[config.mk]
export PLATFORM = sky130hd
export DESIGN_NAME = wildcard_glob_matcher_flat
export DESIGN_NICKNAME = d
export VERILOG_FILES = /design/src/rtl/wgm_pkg.sv /design/src/rtl/wgm_if.sv /design/src/rtl/wgm_pattern.sv /design/src/rtl/wildcard_glob_matcher.sv /design/src/flat_wrapper.sv
export SDC_FILE = /design/constraint.sdc
export NUM_CORES = 1
export LEC_CHECK = 0
export ABC_AREA = 1
export BUFFER_PORTS_ARGS = -buffer_cell sky130_fd_sc_hd__clkbuf_2
export CAP_MARGIN = 20
export CORE_MARGIN = 2
export CORE_UTILIZATION = 55
export CTS_BUF_LIST = sky130_fd_sc_hd__clkbuf_8
export DETAILED_ROUTE_END_ITERATION = 16
export GPL_TIMING_DRIVEN = 0
export PLACE_DENSITY = 0.69
export SLEW_MARGIN = 20
export SYNTH_ARGS = -nofsm -noshare
export SYNTH_HDL_FRONTEND = slang
export SYNTH_SLANG_ARGS = --single-unit
[constraint.sdc]
create_clock -name clk -period 4.32 [get_ports clk]
set_clock_uncertainty 0.2 [all_clocks]
set_input_delay 0.216 -clock clk [delete_from_list [all_inputs] [get_ports clk]]
set_output_delay 0.216 -clock clk [all_outputs]
set_load 0.005 [all_outputs]
[src/rtl/wgm_pkg.sv]
// Shared constants and types for the wildcard glob matcher.
`default_nettype none
package wgm_pkg;

	localparam int PATTERN_MAX = 32;
	localparam int POS_W       = PATTERN_MAX + 1;
	localparam int CHAR_W      = 8;
	localparam int LEN_W       = 6;
	localparam int CFG_IDX_W   = 3;
	localparam int CFG_DATA_W  = 64;
	localparam int CFG_WORDS   = 4;

	localparam logic [CHAR_W-1:0] STAR_CODE  = 8'h2A;
	localparam logic [CHAR_W-1:0] QUERY_CODE = 8'h3F;
	localparam logic [CHAR_W-1:0] NUL_CODE   = 8'h00;

	localparam logic [CFG_IDX_W-1:0] CFG_BYTES_A = 3'd0;
	localparam logic [CFG_IDX_W-1:0] CFG_BYTES_B = 3'd1;
	localparam logic [CFG_IDX_W-1:0] CFG_BYTES_C = 3'd2;
	localparam logic [CFG_IDX_W-1:0] CFG_BYTES_D = 3'd3;
	localparam logic [CFG_IDX_W-1:0] CFG_LENGTH  = 3'd4;

	// Decoded pattern: the bytes, one flag bit per pattern position for use, star and query, and position masks
	typedef struct packed {
		logic [PATTERN_MAX-1:0][CHAR_W-1:0] bytes;
		logic [PATTERN_MAX-1:0]             in_use;
		logic [PATTERN_MAX-1:0]             star;
		logic [PATTERN_MAX-1:0]             query;
		logic [POS_W-1:0]                   range;
		logic [POS_W-1:0]                   last_pos;
	} pat_t;

endpackage
`default_nettype wire

[src/rtl/wgm_if.sv]
// Valid/ready channels for name characters and match results.
`default_nettype none
interface wgm_char_if;
	logic                       valid;
	logic                       ready;
	logic [wgm_pkg::CHAR_W-1:0] char_code;
	logic                       has_char;
	logic                       last_char;

	modport source (output valid, char_code, has_char, last_char, input ready);
	modport sink (input valid, char_code, has_char, last_char, output ready);
endinterface

interface wgm_result_if;
	logic valid;
	logic ready;
	logic matched;

	modport source (output valid, matched, input ready);
	modport sink (input valid, matched, output ready);
endinterface
`default_nettype wire

[src/rtl/wgm_pattern.sv]
// Pattern configuration registers and per-position pattern decode.
`default_nettype none
module wgm_pattern (
	input  wire logic                          clk,
	input  wire logic                          arst_n,
	input  wire logic                          cfg_we,
	input  wire logic [wgm_pkg::CFG_IDX_W-1:0] cfg_index,
	input  wire logic [wgm_pkg::CFG_DATA_W-1:0] cfg_data,
	output wgm_pkg::pat_t                      pat
);

	logic [wgm_pkg::CFG_WORDS-1:0][wgm_pkg::CFG_DATA_W-1:0] bytes_q;
	logic [wgm_pkg::LEN_W-1:0]                               len_q;
	wgm_pkg::pat_t                                           pat_d;
	wgm_pkg::pat_t                                           pat_q;

	always_ff @(posedge clk or negedge arst_n) begin
		if (!arst_n) begin
			bytes_q <= '0;
			len_q   <= '0;
		end else if (cfg_we) begin
			unique case (cfg_index)
				wgm_pkg::CFG_BYTES_A: bytes_q[0] <= cfg_data;
				wgm_pkg::CFG_BYTES_B: bytes_q[1] <= cfg_data;
				wgm_pkg::CFG_BYTES_C: bytes_q[2] <= cfg_data;
				wgm_pkg::CFG_BYTES_D: bytes_q[3] <= cfg_data;
				wgm_pkg::CFG_LENGTH:  len_q <= cfg_data[wgm_pkg::LEN_W-1:0];
				default: ;
			endcase
		end
	end

	always_comb begin
		logic [wgm_pkg::LEN_W-1:0]       lim;
		logic [wgm_pkg::PATTERN_MAX-1:0] zero;
		logic                            ok;
		pat_d = '0;
		lim = (len_q > wgm_pkg::LEN_W'(wgm_pkg::PATTERN_MAX)) ?
			wgm_pkg::LEN_W'(wgm_pkg::PATTERN_MAX) : len_q;
		pat_d.bytes = bytes_q;
		for (int i = 0; i < wgm_pkg::PATTERN_MAX; i++) begin
			zero[i] = (pat_d.bytes[i] == wgm_pkg::NUL_CODE);
		end
		// pattern ends at the first zero byte within the length
		for (int i = 0; i < wgm_pkg::PATTERN_MAX; i++) begin
			ok = (wgm_pkg::LEN_W'(i) < lim);
			for (int j = 0; j <= i; j++) begin
				ok = ok & ~zero[j];
			end
			pat_d.in_use[i] = ok;
			pat_d.star[i]   = ok && (pat_d.bytes[i] == wgm_pkg::STAR_CODE);
			pat_d.query[i]  = ok && (pat_d.bytes[i] == wgm_pkg::QUERY_CODE);
		end
		pat_d.range = {pat_d.in_use, 1'b1};
		pat_d.last_pos = {pat_d.in_use, 1'b1} & ~{1'b0, pat_d.in_use};
	end

	always_ff @(posedge clk or negedge arst_n) begin
		if (!arst_n) begin
			pat_q <= '{bytes: '0, in_use: '0, star: '0, query: '0,
				range: wgm_pkg::POS_W'(1), last_pos: wgm_pkg::POS_W'(1)};
		end else begin
			pat_q <= pat_d;
		end
	end

	assign pat = pat_q;

endmodule
`default_nettype wire

[src/rtl/wildcard_glob_matcher.sv]
// Top level: streaming glob matcher with '*' and '?' over a configured pattern.
// Takes one name character per cycle and gives one match bit for the word
// that ends each name, valid on the result port once that word has passed
// the input register and then the result register; characters that do not
// end a name give no result. The whole update of the active pattern
// positions (compare, advance, star closure) runs in the single stage between
// the input register and the result register, so the rate is one word per
// cycle; input stalls only when a finished result is held and the next name
// end waits behind it. A pattern write takes effect through the config
// and decode registers; write only while no word is in flight.
`default_nettype none
module wildcard_glob_matcher (
	input  wire logic                           clk,
	input  wire logic                           arst_n,
	input  wire logic                           cfg_we,
	input  wire logic [wgm_pkg::CFG_IDX_W-1:0]  cfg_index,
	input  wire logic [wgm_pkg::CFG_DATA_W-1:0] cfg_data,
	wgm_char_if.sink                            chars,
	wgm_result_if.source                        results
);

	wgm_pkg::pat_t pat;

	logic                       valid_s1;
	logic [wgm_pkg::CHAR_W-1:0] char_s1;
	logic                       has_s1;
	logic                       last_s1;

	logic [wgm_pkg::POS_W-1:0] active_q;
	logic                      out_valid_q;
	logic                      matched_q;

	logic                            out_free;
	logic                            advance;
	logic [wgm_pkg::POS_W-1:0]       star_mask;
	logic [wgm_pkg::POS_W-1:0]       cur0;
	logic [wgm_pkg::PATTERN_MAX-1:0] hit;
	logic [wgm_pkg::POS_W-1:0]       nxt;
	logic [wgm_pkg::POS_W-1:0]       cur1;
	logic [wgm_pkg::POS_W-1:0]       fin;
	logic                            match_bit;

	wgm_pattern u_pattern (
		.clk       (clk),
		.arst_n    (arst_n),
		.cfg_we    (cfg_we),
		.cfg_index (cfg_index),
		.cfg_data  (cfg_data),
		.pat       (pat)
	);

	// Spread active bits forward through runs of stars: the carry of
	// x + v ripples through each run from its seed.
	function automatic logic [wgm_pkg::POS_W-1:0] close_stars(
		input logic [wgm_pkg::POS_W-1:0] v,
		input logic [wgm_pkg::POS_W-1:0] m
	);
		logic [wgm_pkg::POS_W-1:0] x;
		logic [wgm_pkg::POS_W-1:0] s;
		x = v | m;
		s = x + v;
		return v | ((x ^ s) & m);
	endfunction

	assign out_free    = !out_valid_q || results.ready;
	assign advance     = valid_s1 && (!last_s1 || out_free);
	assign chars.ready = !valid_s1 || advance;

	always_comb begin
		star_mask = {pat.star, 1'b0};
		cur0 = close_stars(active_q & pat.range, star_mask);
		for (int i = 0; i < wgm_pkg::PATTERN_MAX; i++) begin
			hit[i] = cur0[i] && pat.in_use[i] && !pat.star[i] &&
				(pat.query[i] || (pat.bytes[i] == char_s1));
		end
		nxt = {1'b0, cur0[wgm_pkg::PATTERN_MAX-1:0] & pat.star} | {hit, 1'b0};
		cur1 = close_stars(nxt, star_mask);
		fin = has_s1 ? cur1 : cur0;
		match_bit = |(fin & pat.last_pos);
	end

	always_ff @(posedge clk or negedge arst_n) begin
		if (!arst_n) begin
			valid_s1 <= 1'b0;
		end else if (chars.valid && chars.ready) begin
			valid_s1 <= 1'b1;
		end else if (advance) begin
			valid_s1 <= 1'b0;
		end
	end

	always_ff @(posedge clk) begin
		if (chars.valid && chars.ready) begin
			char_s1 <= chars.char_code;
			has_s1  <= chars.has_char;
			last_s1 <= chars.last_char;
		end
	end

	always_ff @(posedge clk or negedge arst_n) begin
		if (!arst_n) begin
			active_q <= wgm_pkg::POS_W'(1);
		end else if (advance) begin
			active_q <= last_s1 ? wgm_pkg::POS_W'(1) : fin;
		end
	end

	always_ff @(posedge clk or negedge arst_n) begin
		if (!arst_n) begin
			out_valid_q <= 1'b0;
		end else if (advance && last_s1) begin
			out_valid_q <= 1'b1;
		end else if (results.ready) begin
			out_valid_q <= 1'b0;
		end
	end

	always_ff @(posedge clk) begin
		if (advance && last_s1) begin
			matched_q <= match_bit;
		end
	end

	assign results.valid   = out_valid_q;
	assign results.matched = matched_q;

	a_clear_after_end: assert property (@(posedge clk) disable iff (!arst_n)
		advance && last_s1 |=> active_q == wgm_pkg::POS_W'(1))
		else $error("active positions not cleared after name end");

	a_result_source: assert property (@(posedge clk) disable iff (!arst_n)
		$rose(out_valid_q) |-> $past(advance && last_s1))
		else $error("result word without a name end");

	a_stall_cause: assert property (@(posedge clk) disable iff (!arst_n)
		!chars.ready |-> valid_s1 && last_s1 && out_valid_q && !results.ready)
		else $error("input stalled without a blocked result");

endmodule
`default_nettype wire

[src/flat_wrapper.sv]
// flat-port wrapper written by rule: the top's interface ports become plain ports
module wildcard_glob_matcher_flat 
  (clk, arst_n, cfg_we, cfg_index, cfg_data, chars_valid, chars_char_code, chars_has_char, chars_last_char, chars_ready, results_valid, results_matched, results_ready);
  wgm_char_if chars_i ();
  wgm_result_if results_i ();
  input  wire logic clk;
  input  wire logic arst_n;
  input  wire logic cfg_we;
  input  wire logic [wgm_pkg::CFG_IDX_W-1:0] cfg_index;
  input  wire logic [wgm_pkg::CFG_DATA_W-1:0] cfg_data;
  input wire logic [$bits(chars_i.valid)-1:0] chars_valid;
  input wire logic [$bits(chars_i.char_code)-1:0] chars_char_code;
  input wire logic [$bits(chars_i.has_char)-1:0] chars_has_char;
  input wire logic [$bits(chars_i.last_char)-1:0] chars_last_char;
  output wire logic [$bits(chars_i.ready)-1:0] chars_ready;
  output wire logic [$bits(results_i.valid)-1:0] results_valid;
  output wire logic [$bits(results_i.matched)-1:0] results_matched;
  input wire logic [$bits(results_i.ready)-1:0] results_ready;
  assign chars_i.valid = chars_valid;
  assign chars_i.char_code = chars_char_code;
  assign chars_i.has_char = chars_has_char;
  assign chars_i.last_char = chars_last_char;
  assign chars_ready = chars_i.ready;
  assign results_valid = results_i.valid;
  assign results_matched = results_i.matched;
  assign results_i.ready = results_ready;
  wildcard_glob_matcher u_core (.clk(clk), .arst_n(arst_n), .cfg_we(cfg_we), .cfg_index(cfg_index), .cfg_data(cfg_data), .chars(chars_i), .results(results_i));
endmodule
; ---- Word level (Yosys, flattened, before mapping)
; Index checks and enable logic that the tools add are counted.
[word_totals]
ff_bits = 693
wordCells = 1038
latchBits = 0
n_memories = 0
ramBits = 0
romBits = 0
[classes]
n_mux = 7
eq_ne = 100
div_mod_pow = 0
bitwise = 574
multipliers = 0
n_shift = 0
reduce_logical = 274
magnitude_cmp = 33
n_addsub = 2
[op_table]
columns = operator, count
row1 = AND 1 bit, 528
row2 = == test 8 x 6 -> 1 bit (second input constant), 64
row3 = == test 8 bit, 32
row4 = logical NOT 8 bit, 32
row5 = AND 33 bit, 5
row6 = logical AND 1 bit, 163
row7 = bitwise OR 33 bit, 4
row8 = less-than comparator 5 x 6 -> 1 bit (first input constant), 16
row9 = adder 33 bit, 2
row10 = 2-to-1 mux 33 bit, 2
row11 = bitwise XOR 33 bit, 2
row12 = less-than comparator 4 x 6 -> 1 bit (first input constant), 8
row13 = logical NOT 1 bit, 35
row14 = logical OR 1 bit, 35
row15 = inverter 32 -> 33 bit, 1
row16 = bitwise OR 32 x 33 -> 33 bit, 1
row17 = OR reduction 33 bit, 1
row18 = AND 32 bit, 1
row19 = inverter 1 bit, 32
row20 = less-than comparator 3 x 6 -> 1 bit (first input constant), 4
row21 = less-than comparator 1 x 6 -> 1 bit (first input constant), 2
row22 = less-than comparator 2 x 6 -> 1 bit (first input constant), 2
row23 = AND reduction 2 bit, 5
row24 = == test 3 x 2 -> 1 bit (second input constant), 2
row25 = 7 further kinds, 11

; ---- Longest topological paths before layout
; Gate-level depths: netlist (run 1).
[logic_depth]
word_depth = 37
depth_mapped = 27
depth_no_buf = 27

; ---- By module
; From an unflattened synthesis (run 1), not the netlist that was laid out.
[hier_totals]
hier_cells = 3942
area_unflattened_um2 = 32757.7
[modules_own_cells]
columns = module, area_per_inst_um2, instances, cells_each
row1 = wgm_pattern, 22537.9, 1, 2064
row2 = wildcard_glob_matcher, 10219.8, 1, 1878

; ---- Worst setup path before layout (run 1)
; No wires, ideal clock.
[synth_timing]
path_kind = register to register
from = register u_core.active_q[0] in the netlist's numbering
to = register u_core.matched_q, in the netlist u_core.results.matched, data pin
path_buffers = 0
arrival_time_ps = 2320
required_ps = 3860
stages_incl_launch_ff = 26
slack_ps = 1540
setup_time_ps = 260
synth_period_minus_slack_ps = 2780
path_cell_list = dfstp_2 nand2_1 nand2_2 nand2_2 nand2_2 nand3_1 nand2_1 nand2_1 nand2_2 nand2_1 nand2_1 nor2_2 nand2_1 inv_1 nand2_1 nand3_1 nand3_1 nand3_1 nand2_1 nand2_1 nand3_1 nand2_1 nor2_1 nand2_1 nor2_1 nand3_1
[synth_between]
elab_chain_cells = 18
[synth_lines]
columns = element, line_no
row1 = start: declaration, wildcard_glob_matcher.sv:29  ; logic [wgm_pkg::POS_W-1:0] active_q;
row2 = start signal: assignment, wildcard_glob_matcher.sv:102  ; active_q <= wgm_pkg::POS_W'(1);
row3 = start signal: assignment, wildcard_glob_matcher.sv:104  ; active_q <= last_s1 ? wgm_pkg::POS_W'(1) : fin;
row4 = AND 33 bit *, wildcard_glob_matcher.sv:71  ; cur0 = close_stars(active_q & pat.range, star_mask);
row5 = bitwise OR 33 bit, wildcard_glob_matcher.sv:60  ; x = v | m;
row6 = adder 33 bit, wildcard_glob_matcher.sv:61  ; s = x + v;
row7 = bitwise XOR 33 bit, wildcard_glob_matcher.sv:62  ; return v | ((x ^ s) & m);
row8 = AND 33 bit, wildcard_glob_matcher.sv:62
row9 = bitwise OR 33 bit *, wildcard_glob_matcher.sv:62
row10 = logical AND 1 bit (3 in a row), wildcard_glob_matcher.sv:73  ; hit[i] = cur0[i] && pat.in_use[i] && !pat.star[i] &&
row11 = bitwise OR 32 x 33 -> 33 bit, wildcard_glob_matcher.sv:76  ; nxt = {1'b0, cur0[wgm_pkg::PATTERN_MAX-1:0] & pat.star} | {hit, 1'b0};
row12 = bitwise OR 33 bit, wildcard_glob_matcher.sv:60
row13 = adder 33 bit, wildcard_glob_matcher.sv:61
row14 = bitwise XOR 33 bit, wildcard_glob_matcher.sv:62
row15 = AND 33 bit, wildcard_glob_matcher.sv:62
row16 = bitwise OR 33 bit, wildcard_glob_matcher.sv:62
row17 = 2-to-1 mux 33 bit *, wildcard_glob_matcher.sv:78  ; fin = has_s1 ? cur1 : cur0;
row18 = AND 33 bit *, wildcard_glob_matcher.sv:79  ; match_bit = |(fin & pat.last_pos);
row19 = OR reduction 33 bit *, wildcard_glob_matcher.sv:79
row20 = via u_core.match_bit, wildcard_glob_matcher.sv:41  ; logic match_bit;
row21 = end signal: assignment, wildcard_glob_matcher.sv:120  ; matched_q <= match_bit;
row22 = end: declaration, wildcard_glob_matcher.sv:31  ; logic matched_q;
; Mark *: on every way through the listed nets, which the timed path passes. The rest lies on a longest branch.
; A chain may end at the register's enable or synchronous reset.

==> reports/metrics.csv, run 1 <==
metric;value;unit
fmax;0.2306;GHz
initialDrtViolationCount;2584;
ys.flop_type;dfrtp_1;
min_period;4336;ps
globalplace.congestion;1.062;
p_sw_share;32.35;%
layout_commonest_cell;nand2_1;
finalHoldViolations;0;
via_count;26860;
syn_area;0.03168;sq mm
status;complete, but fails checks;
cts_max_level;3;
maxCapViolCount;0;
violations;setup timing;
ir_drop;0.0003857;V
first_pass_iters;6;
post_drt_wl_per_cell;22.14;um
grt-ovfl-total;0;
cp_cell_sequence;nor4_1 -> nand3_1 -> nand2_1 -> a31oi_1 -> inv_1 -> a31oi_2 -> nor4b_1 -> nand2_1 -> nor3_2 -> inv_1 -> nor4_1;
ys_async_sr_fraction;98.41;%
cp_data_required_time;4590;ps
setup_ws;-15.98;ps
synth_nets;3850;
path_max_fanout;6;
yosysWarnings;0;
finalMaxSlewViolations;0;
relSlewSlack;13.88;%
core;0.05671;sq mm
grt_pass1_vias;25900;
grt_pass1_wl;161600;um
finalSetupViolCount;2;
leakagePower;0.01785;uW
routed_wl;108600;um
hp-class;in2reg;
core.rowCount;87;
cpMaxStageDelayCell;nor4_1;
nFillCells;4925;
internal_power;11620;uW
die-width;244.0;um
seq_power_share;49.8;%
total_power;17180;uW
hpwl;82540;um
syn_inst;3767;
use_met3;7.550;%
final_cell_mix;1103 x nand2_1, 679 x dfrtp_1, 457 x inv_1;
antenna_found_initial;6;
tritoncts;yes;
synth_area_per_cell;8.409;sq um
grt.met2_usage;59.40;%
power_density;470.9;mW/mm^2
period_share;100.4;%
cts.path.max_buffers;3;
clk-insertion-delay-late;720;ps
cp-end-kind;flip-flop;
ant_nets;0;
path_buf_inv;2;
grt_max_degree;97;
busiest_layer;met2;
max_slew.worst_pin.slew;1280;ps
syn_to_final_growth;15.19;%
drc;0;
portBuffers;84;
max_stage_delay;1020;ps
seq_area_frac_synth;54.85;%
power_switching;5558;uW
routed_via_density;5.475;
final_area;0.03649;sq mm
synth-edff-count;11;
ys_ff_latch;692;
grt_usage;37.23;%
pwr-share-comb;18.6;%
drive_gt1_share;9.431;%
cts.clk_slew.worst_paths;60;ps
dpl_cell_area;0.03325;sq mm
path_class;reg2reg;
p_clk_share;31.5;%
fp.dieH;244.0;um
yosysUniqueCellTypes;49;
cts_num_sinks;692;
arrival;4600;ps
clock-root-buffer;clkbuf_8;
nets;4144;
path_delay_family;simple AND/OR/NAND/NOR gates;
numCtsBuffers;108;
dpl_worst_slack;-551.0;ps
crit_path_start_kind;flip-flop;
dieArea;0.05953;sq mm
start_util;55.86;%
rsz0062_at_grt;true;
ios;85;
met1_usage;49.70;%
cell families after synthesis:
family | after synthesis | share of synthesized area, %
AOI/OAI and AO/OA | 447 | 7.331
and+or+nand+nor | 1865 | 25.02
xor gates and xnor gates | 217 | 6.000
adders and majority gates | 1 | 0.03949
DFF | 692 | 54.85
buffers and inverters | 545 | 6.766
Yosys cell counts (2+ instances only):
master | number | area [sq um]
buf_2 | 18 | 90.09
o211ai_1 | 2 | 15.01
inv_1 | 420 | 1577
nor2_2 | 16 | 100.1
nand2_1 | 1106 | 4151
nor3_1 | 75 | 375.4
xnor2_1 | 184 | 1612
and3_1 | 6 | 37.54
nor2_1 | 304 | 1141
nand4_1 | 88 | 550.5
o21ai_0 | 333 | 1667
xor2_1 | 33 | 289.0
or2_1 | 2 | 12.51
or2_0 | 7 | 43.79
buf_4 | 20 | 150.1
nand3_1 | 151 | 755.7
a41oi_1 | 4 | 35.03
clkbuf_1 | 71 | 266.5
nand3b_1 | 17 | 127.6
o22ai_1 | 4 | 25.02
dfrtp_1 | 679 | 16990
or2_2 | 16 | 100.1
o31ai_1 | 4 | 30.03
nand3_2 | 4 | 40.04
inv_2 | 15 | 56.30
nor3_2 | 4 | 40.04
dfstp_2 | 2 | 52.55
edfxtp_1 | 11 | 330.3
nor4_1 | 40 | 250.2
o21ai_1 | 12 | 60.06
and2_1 | 6 | 37.54
nand2_2 | 20 | 125.1
a31oi_1 | 5 | 31.28
a21oi_2 | 4 | 35.03
a21oi_1 | 70 | 350.3
power by group through the flow:
| stage | clock, uW | sequential (uW) | combinational (uW) |
|---|---|---|---|
| 2_1_floorplan | 0 | 8380 | 1950 |
| 3_3_place_gp | 0 | 8630 | 2960 |
| 3_5_place_dp | 0 | 8640 | 3040 |
| 4_1_cts | 5460 | 8530 | 3140 |
| 5_1_grt | 5750 | 8690 | 3540 |
| 6_report | 5420 | 8560 | 3200 |
routing by layer:
| layer | up-vias | share of wire, % |
|---|---|---|
| met5 | - | 0.017 |
| met4 | 2 | 4.6 |
| met3 | 234 | 8.3 |
| met2 | 1082 | 46 |
| met1 | 12980 | 41 |
| li1 | 12560 | - |
sequential cells by signal, indices dropped and copies added (netlist names):
signal                    cells
u_core.u_pattern.bytes_q    256
u_core.has_s1                 1
u_core.valid_s1               1
u_core.char_s1                8
u_core.results.valid          1
u_core.u_pattern.pat        384
u_core.results.matched        1
u_core.active_q              33
u_core.last_s1                1
u_core.u_pattern.len_q        6
area by class of cell:
type,count,area (sq um),area share (%)
tap,756,945.9,2.592
clock inverter,62,315.3,0.8641
buffer,109,536.8,1.471
clock buffer,133,1831,5.017
timing repair buffer,184,1565,4.290
sequential,692,17370,47.62
multi-input combinational,2530,12280,33.65
inverter,436,1637,4.485
antenna,3,7.507,0.02057
per-stage QoR:
stage               util [%]  instances  setup TNS, ps  hold slack (ps)
floorplan                  -       3767              0           -279.6
detailed placement     58.63       4615          -1658            48.95
global route           64.33       4903         -68.88            14.93
CTS                    64.17       4902              0           0.5186
finish                 64.34       4905         -23.91            39.03
global placement       58.27       4607       -8572930            179.5
worst register-to-register path: stages, from the launching register on:
cell	delay (ps)
dfrtp_1	410
nor4_1	80
nand3_1	310
nand2_1	240
a31oi_1	250
inv_1	180
a31oi_2	330
nor4b_1	270
nand2_1	270
nor3_2	270
inv_1	260
nor4_1	1030
final timing paths:
path	slack, ps	from	to	cells after the start
hold / removal	40	chars_char_code[6]	u_core.char_s1[6]	2
min in group asynchronous	470	arst_n	u_core.u_pattern.pat[185]	4
max in group asynchronous	2170	arst_n	u_core.active_q[25]	6
setup reg to reg	-20	u_core.u_pattern.bytes_q[97]	u_core.u_pattern.pat[117]	11
hold reg to reg	190	u_core.u_pattern.bytes_q[174]	u_core.u_pattern.pat[336]	0
setup / recovery	-20	u_core.u_pattern.bytes_q[97]	u_core.u_pattern.pat[117]	11
timing repair:
item	in CTS	in global routing
hold endpoints to repair	511	0
hold buffers	92	0
buffers inserted	0	0
gates cloned	0	0
pin swaps	0	1
endpoints found under the setup margin	4	7
gates resized for setup	17	21
(Power assumes the default switching activity.)
==> run 2: changes to the inputs <==
--- a/config.mk
+++ b/config.mk
@@ -5,7 +5,6 @@
 export SDC_FILE = /design/constraint.sdc
 export NUM_CORES = 1
 export LEC_CHECK = 0
-export ABC_AREA = 1
 export BUFFER_PORTS_ARGS = -buffer_cell sky130_fd_sc_hd__clkbuf_2
 export CAP_MARGIN = 20
 export CORE_MARGIN = 2
==> run 2 against run 1 <==
Compared with the run above: the run still ends with setup timing left; sequential cell count unchanged; non-clock buffer count up 50; hold slack better by 82 ps; synthesized area down 2.6%; first-iteration DRC count down 15%; sequential share of layout area down 1.1 points; design area up 2.5%; wire length down 3.5%; via count down 11%; critical path type unchanged.
==> reports/metrics.csv, run 2 <==
metric;value;unit;change
status;complete, but fails checks;;unchanged
violations;setup timing;;unchanged
fin_cells;3849;;was 4905
grt_max_degree;102;;was 97
hp-class;in2reg;;unchanged
ys_ff_latch;692;;unchanged
yosys-top-cells-count;679 x dfrtp_1, 262 x mux2_2, 208 x xor2_1;;was 1106 x nand2_1, 679 x dfrtp_1, 420 x inv_1
arrival;5120;ps;was 4600 ps
ys.flop_type;dfrtp_1;;unchanged
period_share;112.4;%;was 100.4%
grt_pass1_wl;152600;um;was 161600 um
maxCapViolCount;0;;unchanged
leakagePower;0.01603;uW;was 0.01785 uW
path_class;reg2reg;;unchanged
power_density;485.5;mW/mm^2;was 470.9 mW/mm^2
synth_compound_area_share;11.05;%;was 7.331%
synth_most_common_cell;dfrtp_1;;was nand2_1
grt_pass1_vias;23220;;was 25900
grt_usage;36.73;%;was 37.23%
core;0.05531;sq mm;was 0.05671 sq mm
synth_top_family_by_area;simple AND/OR/NAND/NOR gates;;unchanged
ir_drop;0.0003896;V;was 0.0003857 V
clock-root-buffer;clkbuf_8;;unchanged
synthXorXnorAreaFrac;7.265;%;was 6.000%
ios;85;;unchanged
finalMaxSlewViolations;0;;unchanged
synth_nets;2746;;was 3850
seq_area_frac_synth;56.30;%;was 54.85%
finalHoldViolations;0;;unchanged
relSlewSlack;19.24;%;was 13.88%
core.rowCount;86;;was 87
cts.clk_slew.worst_paths;70;ps;was 60 ps
max_slew.worst_pin.slew;1211;ps;was 1280 ps
via_count;23810;;was 26860
layout_commonest_cell;dfrtp_1;;was nand2_1
syn_area;0.03086;sq mm;was 0.03168 sq mm
yosysTopAreaCellShare;55.06;%;was 53.64%
largest_reg_flops;384;;unchanged
cp_data_required_time;4580;ps;was 4590 ps
yosysTopAreaCell;dfrtp_1;;unchanged
synthTopCellsByArea;dfrtp_1 55%, mux2_2 9.6%, xor2_1 5.9%, nand2_1 2.2%, nor2_1 1.9%;;was dfrtp_1 54%, nand2_1 13%, o21ai_0 5.3%, xnor2_1 5.1%, inv_1 5.0%
portBuffers;84;;unchanged
drive_gt1_share;25.46;%;was 9.431%
numCtsBuffers;110;;was 108
drc;0;;unchanged
finalSetupViolCount;3;;was 2
routed_via_density;6.185;;was 5.475
path_max_fanout;10;;was 6
routed_wl;104800;um;was 108600 um
synthAdderAreaFrac;0.04054;%;was 0.03950%
post_drt_wl_per_cell;27.24;um;was 22.14 um
dieArea;0.05802;sq mm;was 0.05953 sq mm
hpwl;76470;um;was 82540 um
die-width;240.9;um;was 244.0 um
clk-insertion-delay-late;740;ps;was 720 ps
cts_max_level;3;;unchanged
setup_ws;-534.7;ps;was -15.98 ps
final_cell_mix;670 x dfrtp_1, 262 x mux2_2, 208 x xor2_1;;was 1103 x nand2_1, 679 x dfrtp_1, 457 x inv_1
fmax;0.2060;GHz;was 0.2306 GHz
place_inst;3503;;was 4615
fp.dieH;240.9;um;was 244.0 um
synth_area_per_cell;11.59;sq um;was 8.409 sq um
rsz0062_at_grt;true;;unchanged
ant_nets;0;;unchanged
syn_to_final_growth;21.18;%;was 15.19%
globalplace.congestion;0.9320;;was 1.062
min_period;4855;ps;was 4336 ps
cts.path.max_buffers;3;;unchanged
antenna_found_initial;7;;was 6
first_pass_iters;6;;unchanged
nets;3092;;was 4144
ys_async_sr_fraction;98.41;%;unchanged
start_util;55.80;%;was 55.86%
syn_inst;2663;;was 3767
synth-edff-count;11;;unchanged
yosys.area_share.simple;13.56;%;was 25.02%
finish.utilization;67.62;%;was 64.34%
cts_num_sinks;692;;unchanged
synth_mux_area_share;9.560;%;was 0%
yosysUniqueCellTypes;99;;was 49
cp-end-kind;flip-flop;;unchanged
yosysWarnings;0;;unchanged
initialDrtViolationCount;2203;;was 2584
crit_path_start_kind;flip-flop;;unchanged
grt-ovfl-total;0;;unchanged
tritoncts;yes;;unchanged
[run 2: logic make-up after synthesis]
| logic type | count (synthesis) |
|---|---|
| XOR/XNOR | 256 |
| flip-flops | 692 |
| AND/OR/NAND/NOR | 811 |
| AO/OA/AOI/OAI | 474 |
| buffers and inverters | 167 |
| adder cells (fa/ha/maj) | 1 |
| multiplexers | 262 |
[run 2: metrics by stage]
stage / hold slack, ps / setup WS (ps) / TNS, ps / total power [uW] / instance area [sq um]
after global routing: 109.4 / -626.3 / -1482 / 18840 / 37390
after floorplan: -279.6 / 0.01332 / 0 / 10320 / 30910
after detailed placement: 134.3 / -2014 / -55690 / 11720 / 32490
after CTS: 55.97 / -366.2 / -552.6 / 18000 / 37230
after global placement: 177.1 / -12190 / -8291610 / 11560 / 32260
final: 121.1 / -534.7 / -822.4 / 18160 / 37400
[run 2: routing by layer]
metal / vias up / GRT usage (%) / share of wire (%)
li1: 10370 / - / -
met1: 12070 / 49.83 / 41
met2: 1100 / 56.88 / 46
met3: 259 / 8.796 / 8.6
met4: 6 / 15.92 / 4.8
met5: - / 0 / 0.039
[run 2: worst max-delay path: stages (launching register included)]
cell,delay [ps]
edfxtp_1,390
buf_4,240
buf_12,210
xor2_1,220
nor4_2,110
a211oi_2,510
o2bb2ai_2,170
o21ai_2,170
a21oi_1,80
or3_4,420
a21o_1,220
a21oi_1,150
nand4_1,220
or4_4,560
a2111o_1,360
and4bb_1,270
nand2_1,60
[run 2: path summary, 6_finish.rpt]
kind	slack [ps]	to	cells past startpoint	startpoint
worst max-delay path	-530	u_core.results.matched	16	u_core.char_s1[2]
worst min-delay path	120	u_core.u_pattern.bytes_q[96]	3	cfg_data[32]
worst max register to register	-530	u_core.results.matched	16	u_core.char_s1[2]
worst min register to register	180	u_core.u_pattern.pat[278]	0	u_core.u_pattern.bytes_q[116]
max in group asynchronous	2100	u_core.u_pattern.pat[176]	6	arst_n
min in group asynchronous	500	u_core.active_q[0]	3	arst_n
[run 2: timing repair]
action                                  in CTS  in global routing
hold buffers                                97                  0
pin swaps                                   52                  7
endpoints found under the hold margin      613                  0
buffers inserted                            44                  6
endpoints found under the setup margin      98                 26
resized for setup                          224                 25
[run 2: final cells by class]
type / count / area (sq um)
Sequential cell: 692 / 17390
Buffer: 105 / 729.5
Antenna cell: 2 / 5.005
Clock inverter: 59 / 486.7
Timing Repair Buffer: 238 / 1998
Tap cell: 748 / 935.9
Clock buffer: 143 / 1968
Fill cell: 4118 / 17910
Multi-Input combinational cell: 1804 / 13670
Inverter: 58 / 217.7
[run 2: power by group]
group	internal [uW]	switching (uW)
registers	7810	1140
logic	1330	1780
clock network	3410	2680
